$ cat config.mk
export PLATFORM = sky130hd
export DESIGN_NAME = rgb_fade_stepper_top_flat
export DESIGN_NICKNAME = d
export VERILOG_FILES = /design/src/design/rfs_pkg.sv /design/src/design/rfs_if.sv /design/src/design/rfs_cfg_regs.sv /design/src/design/rfs_core.sv /design/src/design/rgb_fade_stepper_top.sv /design/src/flat_wrapper.sv
export SDC_FILE = /design/constraint.sdc
export NUM_CORES = 1
export LEC_CHECK = 0
export ABC_AREA = 1
export BUFFER_PORTS_ARGS = -buffer_cell sky130_fd_sc_hd__buf_2
export CORE_UTILIZATION = 40
export DETAILED_ROUTE_END_ITERATION = 7
export GPL_TIMING_DRIVEN = 0
export HOLD_SLACK_MARGIN = 0.05
export PLACE_DENSITY = 0.61
export SYNTH_ARGS = -nofsm -noshare
export SYNTH_HDL_FRONTEND = slang
export SYNTH_SLANG_ARGS = --single-unit
export TNS_END_PERCENT = 30
$ cat constraint.sdc
create_clock -name clk -period 5.3 [get_ports clk]
set_input_delay 1.06 -clock clk [delete_from_list [all_inputs] [get_ports clk]]
set_output_delay 1.06 -clock clk [all_outputs]
set_load 0.1 [all_outputs]
$ cat src/design/rfs_pkg.sv
`default_nettype none
package rfs_pkg;

  localparam int unsigned NCH        = 3;
  localparam int unsigned LVL_W      = 10;
  localparam int unsigned STEP_W     = 3;
  localparam int unsigned CMD_W      = 2;
  localparam int unsigned IDX_W      = 3;
  localparam int unsigned TICK_W     = 10;
  localparam int unsigned DWELL_W    = 16;
  localparam int unsigned TMO_W      = 24;
  localparam int unsigned ELAP_W     = 32;
  localparam int unsigned PKT_W      = 32;
  localparam int unsigned CFG_IDX_W  = 2;
  localparam int unsigned CFG_DATA_W = 24;

  localparam int unsigned CH_RED   = 0;
  localparam int unsigned CH_GREEN = 1;
  localparam int unsigned CH_BLUE  = 2;

  localparam logic [LVL_W-1:0]   LEVEL_MAX  = 10'd1023;
  localparam logic [IDX_W-1:0]   COLOR_NONE = 3'd7;
  localparam logic [STEP_W-1:0]  STEP_MIN   = 3'd1;

  localparam logic [TICK_W-1:0]  TICK_MS_RST    = 10'd20;
  localparam logic [DWELL_W-1:0] DWELL_MS_RST   = 16'd2000;
  localparam logic [TMO_W-1:0]   TIMEOUT_MS_RST = 24'd3600000;

  typedef enum logic [CMD_W-1:0] {
    CMD_LOAD  = 2'd0,
    CMD_TICK  = 2'd1,
    CMD_DWELL = 2'd2
  } cmd_t;

  typedef enum logic [CFG_IDX_W-1:0] {
    CFG_TICK_MS    = 2'd0,
    CFG_DWELL_MS   = 2'd1,
    CFG_TIMEOUT_MS = 2'd2
  } cfg_idx_t;

  typedef logic [NCH-1:0][LVL_W-1:0]  lvl_vec_t;
  typedef logic [NCH-1:0][STEP_W-1:0] step_vec_t;

  typedef struct packed {
    logic [CMD_W-1:0] cmd;
    logic [IDX_W-1:0] color_index;
    step_vec_t        steps;
  } item_t;

  typedef struct packed {
    lvl_vec_t         levels;
    logic [PKT_W-1:0] packet_word;
    logic             packet_valid;
    logic             settled;
    logic             sleep_request;
  } result_t;

  typedef struct packed {
    logic [TICK_W-1:0]  tick_ms;
    logic [DWELL_W-1:0] dwell_ms;
    logic [TMO_W-1:0]   timeout_ms;
  } cfg_t;

  // entries packed blue, green, red from high to low
  function automatic lvl_vec_t color_lookup(input logic [IDX_W-1:0] idx);
    lvl_vec_t v;
    case (idx)
      3'd0:    v = {10'd1023, 10'd723,  10'd523};
      3'd1:    v = {10'd0,    10'd0,    10'd1023};
      3'd2:    v = {10'd1023, 10'd0,    10'd0};
      3'd3:    v = {10'd0,    10'd723,  10'd1023};
      3'd4:    v = {10'd1023, 10'd723,  10'd0};
      3'd5:    v = {10'd1023, 10'd0,    10'd323};
      3'd6:    v = {10'd0,    10'd1023, 10'd0};
      default: v = '0;
    endcase
    return v;
  endfunction

  function automatic logic [ELAP_W-1:0] sat_add(input logic [ELAP_W-1:0] a,
                                                input logic [ELAP_W-1:0] b);
    logic [ELAP_W:0] s;
    s = {1'b0, a} + {1'b0, b};
    return s[ELAP_W] ? '1 : s[ELAP_W-1:0];
  endfunction

endpackage
`default_nettype wire

$ cat src/design/rfs_if.sv
`default_nettype none
interface rfs_in_if;
  import rfs_pkg::*;
  logic              valid;
  logic              ready;
  logic [CMD_W-1:0]  cmd;
  logic [IDX_W-1:0]  color_index;
  logic [STEP_W-1:0] step_red;
  logic [STEP_W-1:0] step_green;
  logic [STEP_W-1:0] step_blue;
  modport source (output valid, cmd, color_index, step_red, step_green, step_blue,
                  input ready);
  modport sink   (input valid, cmd, color_index, step_red, step_green, step_blue,
                  output ready);
endinterface

interface rfs_out_if;
  import rfs_pkg::*;
  logic             valid;
  logic             ready;
  logic [LVL_W-1:0] level_red;
  logic [LVL_W-1:0] level_green;
  logic [LVL_W-1:0] level_blue;
  logic [PKT_W-1:0] packet_word;
  logic             packet_valid;
  logic             settled;
  logic             sleep_request;
  modport source (output valid, level_red, level_green, level_blue, packet_word,
                  packet_valid, settled, sleep_request, input ready);
  modport sink   (input valid, level_red, level_green, level_blue, packet_word,
                  packet_valid, settled, sleep_request, output ready);
endinterface

interface rfs_cfg_if;
  import rfs_pkg::*;
  logic                  valid;
  logic                  ready;
  logic [CFG_IDX_W-1:0]  index;
  logic [CFG_DATA_W-1:0] data;
  modport source (output valid, index, data, input ready);
  modport sink   (input valid, index, data, output ready);
endinterface
`default_nettype wire

$ cat src/design/rfs_cfg_regs.sv
`default_nettype none
module rfs_cfg_regs (
  input  wire           clk,
  input  wire           rst_n,
  rfs_cfg_if.sink       cfg_ch,
  output rfs_pkg::cfg_t cfg
);
  import rfs_pkg::*;

  cfg_t cfg_r;

  assign cfg_ch.ready = 1'b1;
  assign cfg         = cfg_r;

  always_ff @(posedge clk) begin
    if (!rst_n) begin
      cfg_r.tick_ms    <= TICK_MS_RST;
      cfg_r.dwell_ms   <= DWELL_MS_RST;
      cfg_r.timeout_ms <= TIMEOUT_MS_RST;
    end else if (cfg_ch.valid) begin
      case (cfg_idx_t'(cfg_ch.index))
        CFG_TICK_MS:    cfg_r.tick_ms    <= cfg_ch.data[TICK_W-1:0];
        CFG_DWELL_MS:   cfg_r.dwell_ms   <= cfg_ch.data[DWELL_W-1:0];
        CFG_TIMEOUT_MS: cfg_r.timeout_ms <= cfg_ch.data[TMO_W-1:0];
        default: ;
      endcase
    end
  end

endmodule
`default_nettype wire

$ cat src/design/rfs_core.sv
`default_nettype none
module rfs_core (
  input  wire              clk,
  input  wire              rst_n,
  input  wire              fire,
  input  rfs_pkg::item_t   item,
  input  rfs_pkg::cfg_t    cfg,
  output rfs_pkg::result_t res
);
  import rfs_pkg::*;

  lvl_vec_t            cur_r, cur_nxt;
  lvl_vec_t            tgt_r, tgt_nxt;
  step_vec_t           step_r, step_nxt;
  logic [NCH-1:0]      down_r, down_nxt;
  logic [LVL_W-1:0]    ramp_r, ramp_nxt;
  logic [ELAP_W-1:0]   elapsed_r, elapsed_nxt;
  logic                asleep_r, asleep_nxt;

  lvl_vec_t            table_lvl;
  lvl_vec_t            moved;
  lvl_vec_t            clamped;
  logic signed [LVL_W:0] gap [NCH];
  logic [LVL_W-1:0]    ramp_inc;
  logic                ramp_active;
  logic                timed_out;
  logic                settled_now;
  logic                pkt_valid;

  assign table_lvl   = color_lookup(item.color_index);
  assign timed_out   = elapsed_r > {{(ELAP_W-TMO_W){1'b0}}, cfg.timeout_ms};
  assign settled_now = (cur_r == tgt_r);
  assign ramp_active = (ramp_r != LEVEL_MAX);
  assign ramp_inc    = ramp_r + 1'b1;

  always_comb begin
    for (int c = 0; c < NCH; c++) begin
      gap[c] = down_r[c] ? ($signed({1'b0, cur_r[c]}) - $signed({1'b0, tgt_r[c]}))
                         : ($signed({1'b0, tgt_r[c]}) - $signed({1'b0, cur_r[c]}));
      if (cur_r[c] == tgt_r[c]) begin
        moved[c] = cur_r[c];
      end else if (gap[c] < $signed({{(LVL_W+1-STEP_W){1'b0}}, step_r[c]})) begin
        moved[c] = tgt_r[c];
      end else if (down_r[c]) begin
        moved[c] = cur_r[c] - {{(LVL_W-STEP_W){1'b0}}, step_r[c]};
      end else begin
        moved[c] = cur_r[c] + {{(LVL_W-STEP_W){1'b0}}, step_r[c]};
      end
      clamped[c] = (ramp_active && moved[c] > ramp_inc) ? ramp_inc : moved[c];
    end
  end

  always_comb begin
    cur_nxt     = cur_r;
    tgt_nxt     = tgt_r;
    step_nxt    = step_r;
    down_nxt    = down_r;
    ramp_nxt    = ramp_r;
    elapsed_nxt = elapsed_r;
    asleep_nxt  = asleep_r;
    pkt_valid   = 1'b0;
    case (cmd_t'(item.cmd))
      CMD_LOAD: begin
        for (int c = 0; c < NCH; c++) begin
          if (item.color_index != COLOR_NONE) begin
            tgt_nxt[c] = table_lvl[c];
          end
          if (timed_out) begin
            tgt_nxt[c] = '0;
          end
          step_nxt[c] = (item.steps[c] == '0) ? STEP_MIN : item.steps[c];
          down_nxt[c] = tgt_nxt[c] < cur_r[c];
        end
      end
      CMD_TICK: begin
        if (!settled_now) begin
          cur_nxt     = clamped;
          ramp_nxt    = ramp_active ? ramp_inc : ramp_r;
          pkt_valid   = 1'b1;
          elapsed_nxt = sat_add(elapsed_r, {{(ELAP_W-TICK_W){1'b0}}, cfg.tick_ms});
        end
      end
      CMD_DWELL: begin
        if (tgt_r == '0 && settled_now && timed_out) begin
          asleep_nxt = 1'b1;
        end
        elapsed_nxt = sat_add(elapsed_r, {{(ELAP_W-DWELL_W){1'b0}}, cfg.dwell_ms});
      end
      default: ;
    endcase
  end

  always_comb begin
    res.levels        = cur_nxt;
    res.packet_word   = pkt_valid ? {2'b00, cur_nxt[CH_BLUE], cur_nxt[CH_RED],
                                     cur_nxt[CH_GREEN]} : '0;
    res.packet_valid  = pkt_valid;
    res.settled       = (cur_nxt == tgt_nxt);
    res.sleep_request = asleep_nxt;
  end

  always_ff @(posedge clk) begin
    if (!rst_n) begin
      cur_r     <= '0;
      tgt_r     <= '0;
      step_r    <= {NCH{STEP_MIN}};
      down_r    <= '0;
      ramp_r    <= '0;
      elapsed_r <= '0;
      asleep_r  <= 1'b0;
    end else if (fire) begin
      cur_r     <= cur_nxt;
      tgt_r     <= tgt_nxt;
      step_r    <= step_nxt;
      down_r    <= down_nxt;
      ramp_r    <= ramp_nxt;
      elapsed_r <= elapsed_nxt;
      asleep_r  <= asleep_nxt;
    end
  end

endmodule
`default_nettype wire

$ cat src/design/rgb_fade_stepper_top.sv
// Three-channel LED fader with soft start and sleep timeout.
// in_ch carries one command word: load a target colour, take a fade tick
// or take a dwell pause. out_ch returns exactly one result word per input
// word: the three levels, the 4-byte packet word and its valid flag, the
// settled flag and the sticky sleep request.
// cfg_ch writes tick_ms (index 0), dwell_ms (1) and timeout_ms (2); it is
// always ready and should be used only while no word is in flight.
// The accepted word waits in the input register; once the result register
// is free, the fader state and the result register update together on the
// same edge, and the result word is offered from that edge on. Throughput is
// one word per cycle while the receiver does not stall; the fade arithmetic
// on the three channels is a single pass of small adds and compares.
// When the receiver stalls, the result register holds and the input register
// fills; in_ch.ready drops only when both hold a word. At reset (rst_n low,
// synchronous) levels, targets and elapsed time clear, steps go to 1 and the
// registers return to 20 ms, 2000 ms and 3600000 ms.
`default_nettype none
module rgb_fade_stepper_top (
  input  wire        clk,
  input  wire        rst_n,
  rfs_in_if.sink     in_ch,
  rfs_out_if.source  out_ch,
  rfs_cfg_if.sink    cfg_ch
);
  import rfs_pkg::*;

  logic    in_v_r;
  item_t   item_r;
  logic    out_v_r;
  result_t res_r;
  result_t res;
  cfg_t    cfg;
  logic    advance;

  assign advance     = in_v_r && (!out_v_r || out_ch.ready);
  assign in_ch.ready = !in_v_r || advance;

  rfs_cfg_regs u_cfg (
    .clk    (clk),
    .rst_n  (rst_n),
    .cfg_ch (cfg_ch),
    .cfg    (cfg)
  );

  rfs_core u_core (
    .clk   (clk),
    .rst_n (rst_n),
    .fire  (advance),
    .item  (item_r),
    .cfg   (cfg),
    .res   (res)
  );

  always_ff @(posedge clk) begin
    if (!rst_n) begin
      in_v_r <= 1'b0;
    end else if (in_ch.ready) begin
      in_v_r <= in_ch.valid;
    end
  end

  always_ff @(posedge clk) begin
    if (in_ch.valid && in_ch.ready) begin
      item_r.cmd         <= in_ch.cmd;
      item_r.color_index <= in_ch.color_index;
      item_r.steps       <= {in_ch.step_blue, in_ch.step_green, in_ch.step_red};
    end
  end

  always_ff @(posedge clk) begin
    if (!rst_n) begin
      out_v_r <= 1'b0;
    end else if (advance) begin
      out_v_r <= 1'b1;
    end else if (out_ch.ready) begin
      out_v_r <= 1'b0;
    end
  end

  always_ff @(posedge clk) begin
    if (advance) begin
      res_r <= res;
    end
  end

  assign out_ch.valid         = out_v_r;
  assign out_ch.level_red     = res_r.levels[CH_RED];
  assign out_ch.level_green   = res_r.levels[CH_GREEN];
  assign out_ch.level_blue    = res_r.levels[CH_BLUE];
  assign out_ch.packet_word   = res_r.packet_word;
  assign out_ch.packet_valid  = res_r.packet_valid;
  assign out_ch.settled       = res_r.settled;
  assign out_ch.sleep_request = res_r.sleep_request;

endmodule
`default_nettype wire
$ cat src/flat_wrapper.sv
// flat-port wrapper written by rule: the top's interface ports become plain ports
module rgb_fade_stepper_top_flat import rfs_pkg::*;
  (clk, rst_n, in_ch_valid, in_ch_cmd, in_ch_color_index, in_ch_step_red, in_ch_step_green, in_ch_step_blue, in_ch_ready, out_ch_valid, out_ch_level_red, out_ch_level_green, out_ch_level_blue, out_ch_packet_word, out_ch_packet_valid, out_ch_settled, out_ch_sleep_request, out_ch_ready, cfg_ch_valid, cfg_ch_index, cfg_ch_data, cfg_ch_ready);
  rfs_in_if in_ch_i ();
  rfs_out_if out_ch_i ();
  rfs_cfg_if cfg_ch_i ();
  input  wire clk;
  input  wire rst_n;
  input wire logic [$bits(in_ch_i.valid)-1:0] in_ch_valid;
  input wire logic [$bits(in_ch_i.cmd)-1:0] in_ch_cmd;
  input wire logic [$bits(in_ch_i.color_index)-1:0] in_ch_color_index;
  input wire logic [$bits(in_ch_i.step_red)-1:0] in_ch_step_red;
  input wire logic [$bits(in_ch_i.step_green)-1:0] in_ch_step_green;
  input wire logic [$bits(in_ch_i.step_blue)-1:0] in_ch_step_blue;
  output wire logic [$bits(in_ch_i.ready)-1:0] in_ch_ready;
  output wire logic [$bits(out_ch_i.valid)-1:0] out_ch_valid;
  output wire logic [$bits(out_ch_i.level_red)-1:0] out_ch_level_red;
  output wire logic [$bits(out_ch_i.level_green)-1:0] out_ch_level_green;
  output wire logic [$bits(out_ch_i.level_blue)-1:0] out_ch_level_blue;
  output wire logic [$bits(out_ch_i.packet_word)-1:0] out_ch_packet_word;
  output wire logic [$bits(out_ch_i.packet_valid)-1:0] out_ch_packet_valid;
  output wire logic [$bits(out_ch_i.settled)-1:0] out_ch_settled;
  output wire logic [$bits(out_ch_i.sleep_request)-1:0] out_ch_sleep_request;
  input wire logic [$bits(out_ch_i.ready)-1:0] out_ch_ready;
  input wire logic [$bits(cfg_ch_i.valid)-1:0] cfg_ch_valid;
  input wire logic [$bits(cfg_ch_i.index)-1:0] cfg_ch_index;
  input wire logic [$bits(cfg_ch_i.data)-1:0] cfg_ch_data;
  output wire logic [$bits(cfg_ch_i.ready)-1:0] cfg_ch_ready;
  assign in_ch_i.valid = in_ch_valid;
  assign in_ch_i.cmd = in_ch_cmd;
  assign in_ch_i.color_index = in_ch_color_index;
  assign in_ch_i.step_red = in_ch_step_red;
  assign in_ch_i.step_green = in_ch_step_green;
  assign in_ch_i.step_blue = in_ch_step_blue;
  assign in_ch_ready = in_ch_i.ready;
  assign out_ch_valid = out_ch_i.valid;
  assign out_ch_level_red = out_ch_i.level_red;
  assign out_ch_level_green = out_ch_i.level_green;
  assign out_ch_level_blue = out_ch_i.level_blue;
  assign out_ch_packet_word = out_ch_i.packet_word;
  assign out_ch_packet_valid = out_ch_i.packet_valid;
  assign out_ch_settled = out_ch_i.settled;
  assign out_ch_sleep_request = out_ch_i.sleep_request;
  assign out_ch_i.ready = out_ch_ready;
  assign cfg_ch_i.valid = cfg_ch_valid;
  assign cfg_ch_i.index = cfg_ch_index;
  assign cfg_ch_i.data = cfg_ch_data;
  assign cfg_ch_ready = cfg_ch_i.ready;
  rgb_fade_stepper_top u_core (.clk(clk), .rst_n(rst_n), .in_ch(in_ch_i), .out_ch(out_ch_i), .cfg_ch(cfg_ch_i));
endmodule
### Word level (Yosys, flattened, before mapping)

Index checks and enable logic that the tools add are counted.

* word-level logic and storage cells: 142
* bits in registers: 246
* input bits: 45
* output and inout port bits: 68

* add/subtract/negate cells: 15
* bitwise operators: 1
* order comparisons: 10
* reductions and logical operators: 26
* equal/unequal tests: 18
* multiplexer cells: 41

Operator list (count)
* 2-to-1 mux 10 bit: 21
* one-hot mux 30 bit (7 select lines): 1
* 2-to-1 mux 32 bit: 3
* 2-to-1 mux 30 bit: 3
* subtractor 10 x 10 -> 11 bit: 6
* one-hot mux 32 bit (2 select lines): 1
* equality test 30 bit: 2
* adder 32 x 10 -> 33 bit: 1
* adder 32 x 16 -> 33 bit: 1
* < comparator 11 x 4 -> 1 bit: 3
* 2-to-1 mux 11 bit: 3
* > comparator 32 x 24 -> 1 bit: 1
* adder 10 x 3 -> 10 bit: 3
* equality test 10 bit: 3
* > comparator 10 bit: 3
* zero test 30 bit: 1
* < comparator 10 bit: 3
* subtractor 10 x 3 -> 10 bit: 3
* zero test 3 bit: 4
* adder 10 x 1 -> 10 bit (second input constant): 1
* inequality test 10 bit (second input constant): 1
* equality test 3 bit (second input constant): 3
* 2-to-1 mux 3 bit: 3
* AND reduction 2 bit: 4
* other kinds (15): 33

### Depth between registers and ports, before layout

* depth in word-level cells: 11
* depth in mapped cells: 41

### By module

Synthesis repeated with hierarchy kept, for this count alone.

* cells, all modules: 3037
* area, all modules: 20832.5 um2

Modules (own cells, without submodules)
* rfs_core: cells an instance 2654, area each 16300.6 um2, times used 1, seq. area each 2302.2 um2
* rgb_fade_stepper_top: cells an instance 92, area each 2467.4 um2, times used 1, seq. area each 2412.3 um2
* rfs_cfg_regs: cells an instance 291, area each 2064.5 um2, times used 1, seq. area each 1001.0 um2

### Worst setup path before layout

Ideal clock, no wire load.

* kind: register -> register
* start point: register u_core.u_core.cur_r[20] (netlist bit)
* end point: register u_core.res_r, in the netlist u_core.out_ch.settled, data pin
* arrival time: 4.505 ns
* cell stages (with the launch flop): 40
* path buffers: 1
* setup slack: 0.645 ns
* clock period less this slack: 4.655 ns
* path through: dfxtp_1 > inv_1 > ha_1 > inv_1 > fa_1 > nand2_1 > nand2_1 > ha_1 > a21o_1 > a21oi_1 > nand2_1 > inv_1 > nand3_1 > nor2_2 > nand3_4 > nand2_4 > inv_2 > nand2_1 > (+4 left out) > inv_1 > nor2_1 > nor2_1 > o21a_1 > o21ai_1 > a21boi_0 > o21ai_1 > nand3_2 > buf_2 > nand3_1 > nand2_1 > nand2_1 > nand2_1 > nand2_1 > nand2_1 > nor2_1 > nand3_1 > nor3_2

RTL lines
* start: declaration: RTL line rfs_core.sv:12 `lvl_vec_t cur_r, cur_nxt;`
* start signal: assignment: RTL line rfs_core.sv:112 `cur_r <= cur_nxt;`
* end signal: assignment: RTL line rgb_fade_stepper_top.sv:82 `res_r <= res;`
* end: declaration: RTL line rgb_fade_stepper_top.sv:30 `result_t res_r;`

### Worst setup path in the final report

* start point: register u_core.u_core.cur_r[7] (netlist bit)
* end point: register u_core.res_r, in the netlist u_core.out_ch.packet_word[22], data pin

* word-level cells in the longest chain between the ends: 3

Ends and longest elaborated chain
* equality test 30 bit (*): RTL line rfs_core.sv:32 `assign settled_now = (cur_r == tgt_r);`
* 2-to-1 mux 30 bit or 2-to-1 mux 1 bit (tied branches): RTL line rfs_core.sv:76 `if (!settled_now) begin`
* 2-to-1 mux 30 bit or 2-to-1 mux 1 bit (tied branches): RTL line rfs_core.sv:62 `case (cmd_t'(item.cmd))`

Every way passes the cells marked *; elsewhere a longest branch is shown, timed or not.
A chain may end at the register's enable or synchronous reset.

==> flow_summary.yaml <==
floorplan:
  die_w_um: 226
  pin_count: 113
  dieArea_um2: 51200
  dieHeight_um: 226
  fp-row-count: 81
  initial_utilization_pct: 40.8
  fp.coreArea_um2: 49300
critical_path:
  timing.critical_path.to: "u_core.out_ch.packet_word[22]"
  required_ns: 5.60
  reg2regPathDepth: 12
  r2r_setup_slack_ns: -0.05
  worstPathMaxFanout: 10
  r2r-end: "u_core.out_ch.packet_word[22]"
  rr_startpoint: "u_core.u_core.cur_r[7]"
  endpoint_kind: "flip-flop"
  critPathLaunch: "u_core.u_core.cur_r[7]"
  critPathArrivalTime_ns: 5.65
  crit_path_start_kind: "flip-flop"
  critPathKind: "reg2reg"
synthesis:
  ys.flop_type: "dfxtp_1"
  synth_top_cells_by_area: "dfxtp_1, ha_1, nand2_1"
  netlist.top_cell.by_area: "dfxtp_1"
  yosysUniqueCellTypes: 65
  synth_edf_count: 77
  postSynthCellCount: 2936
  synth.most_common_cell: "nand2_1"
  ys_seq_elements: 244
  syn_area_per_cell_um2: 6.85
  yosysTopAreaCellShare_pct: 16.6
  synthTopCellsByCount: "nand2_1, inv_1, a21oi_1, o21ai_0, nand3_1"
  async_reset_ff_share_pct: 0
  ys_warn_count: 0
  syn-cell-area_um2: 20100
  ys_seq_area_share_pct: 28.1
placement:
  gp_congestion: 0.986
  place_area_um2: 21500
  hpwl_um: 57600
  port_buffers: 109
  dp.cells: 3711
timing:
  grt_setup_unrepaired: "true"
  fin_crit_sh_pct: 101
  finalHoldViolCount: 0
  slew_headroom_pct: 10.4
  fin_worst_skew_ns: 0.0208
  max_freq_mhz: 187
  finalHoldWorstSlack_ns: 0.468
  slew_violations: 0
  setup_violations: 10
  tightest_slew_ns: 1.34
  final.setup.worst_slack_ns: -0.0527
  period_minus_slack_ns: 5.35
power:
  p_sw_share_pct: 41.1
  power_frac_clock_pct: 28.3
  leakagePower_nw: 11.6
  p_int_mw: 4.44
  powerDensity_nw_per_um2: 314
  share_comb_of_total_power_pct: 43.5
  vdd_drop_max_mv: 0.236
  pwr-share-seq_pct: 28.2
  p_sw_mw: 3.10
drt:
  wirelength_um: 74800
  firstDrtPassIters: 8
  detail_route.wl_per_cell_um: 19.5
  remaining_drc_errors: 0
  viasPerCell: 5.44
  first_iter_violations: 1582
  vias: 20900
  antenna_left: 0
clock_tree:
  cts_buffers: 29
  cts.sinks: 244
  clockRootBuffer: "clkbuf_16"
  clkSlewWorstSetupHoldPaths_ns: 0.06
  cts_tree: "built"
  clock_latency_ns: 0.58
  h-tree-depth: 1
  clockBufferDepth: 3
  cts_hold_buf: 0
cells_and_area:
  drive_gt1_share_pct: 17.7
  finalNonFillerCells: 3836
  fill_cells: 4963
  antenna_cells: 0
  syn_to_final_growth_pct: 19.5
  stdcell_area_um2: 24000
  final_nets: 3413
grt:
  gr-usage-all-layers_pct: 28.8
  antenna_found_initial: 0
  grt_pass1_wl_um: 113000
  grt_max_degree: 44
  grt_pass1_vias: 20000
  grt_overflow: 0
flow_run:
  maxCapViolations: 0
min_path:
  hp-start: "u_core.u_cfg.cfg[4]"
  min_path_type: "reg2reg"
run_status:
  status: "complete, but fails checks"
  failed_checks: "negative setup slack"
-- critical path, cell delays in order, from the launching register on --
cell and delay, ns:
dfxtp_1 0.41, inv_1 0.20, ha_1 0.46, nand2_1 0.11, nor2_1 0.18, nand4_1 0.24, nor4_1 0.84, nand4_1 0.32
nand2_2 0.37, buf_1 0.66, buf_1 0.62, buf_2 0.53, nor2_1 0.11
-- power groups by stage --
stage | clock (mW) | combinational (mW) | sequential (mW)
finish | 2.14 | 3.28 | 2.13
global route | 2.25 | 3.54 | 2.14
CTS | 2.18 | 2.94 | 2.12
detailed placement | 0 | 2.54 | 2.16
global placement | 0 | 2.51 | 2.16
floorplan | 0 | 1.65 | 2.34
-- cells in the final DEF, fill, tap and decap left out, types with 43 or more instances in the layout --
cell	instances
a21oi_1	260
buf_2	126
buf_4	67
clkbuf_1	52
dfxtp_1	153
edfxtp_1	77
ha_1	192
inv_1	398
nand2_1	630
nand2_2	79
nand3_1	192
nand3_2	47
nor2_1	167
o21ai_0	198
xor2_1	43
-- cell type report --
cell class | instances | area [um^2] | share of cell area (%)
plain buffers | 96 | 523 | 2.18
clock buffers | 29 | 726 | 3.02
clock inverters | 24 | 277 | 1.15
inverters | 438 | 1680 | 6.99
multi-input cells | 2159 | 13100 | 54.7
flip-flops and latches | 244 | 5690 | 23.7
well taps | 664 | 831 | 3.46
repair buffers | 182 | 1170 | 4.87
-- cells by family (layout without fill, tap and decap cells) --
kind of cell	count (synthesis)	count (layout)	synth area share, %
AOI/OAI and AO/OA	619	619	17.0
and+or+nand+nor	1250	1250	27.3
buffers and inverters	534	769	10.6
adders and majority gates	218	218	14.0
DFF	244	244	28.1
other	2	3	0.0373
xor gates and xnor gates	69	69	3.00
-- metrics by stage --
step                      power, mW  TNS, ns  utilization, %  setup slack [ns]
after floorplan                3.99        0               -             0.645
after global placement         4.67    -5.42            43.6            -0.787
after detailed placement       4.71    -1.17            43.7            -0.747
after CTS                      7.24        0            47.5           0.00237
after global routing           7.93   -0.369            48.8            -0.247
final                          7.55   -0.204            48.8           -0.0527
-- how the worst min path moves through the flow --
stage	endpoint	depth (start not counted)	slack (ns)
after global placement	u_core.u_cfg.cfg[12]	2	0.45
after detailed placement	u_core.u_cfg.cfg[44]	2	0.45
after global routing	u_core.u_cfg.cfg[6]	2	0.49
after CTS	u_core.u_cfg.cfg[4]	2	0.47
final	u_core.u_cfg.cfg[4]	2	0.47
after floorplan	u_core.u_cfg.cfg[16]	2	0.44
-- routing by layer --
layer / GRT usage, % / routed length, um / vias up
li1: - / - / 10200
met1: 36.4 / 31700 / 9742
met2: 48.2 / 34000 / 778
met3: 3.82 / 5180 / 198
met4: 14.2 / 3920 / 0
met5: 0 / 0 / -
-- what timing repair did --
item	in CTS	in global routing
pin swaps	61	97
gates cloned	4	0
buffers inserted	53	15
resized for setup	155	141
endpoints found under the setup margin	23	17
-- flip-flops by register name (all words and copies together), names as in the netlist, 14 cells and up --
| signal | count |
|---|---|
| u_core.out_ch.packet_word | 30 |
| u_core.item_r | 14 |
| u_core.u_core.tgt_r | 30 |
| u_core.u_core.cur_r | 30 |
| u_core.u_core.elapsed_r | 32 |
| u_core.u_cfg.cfg | 50 |
Note: power is estimated with default switching activity, not from simulation.
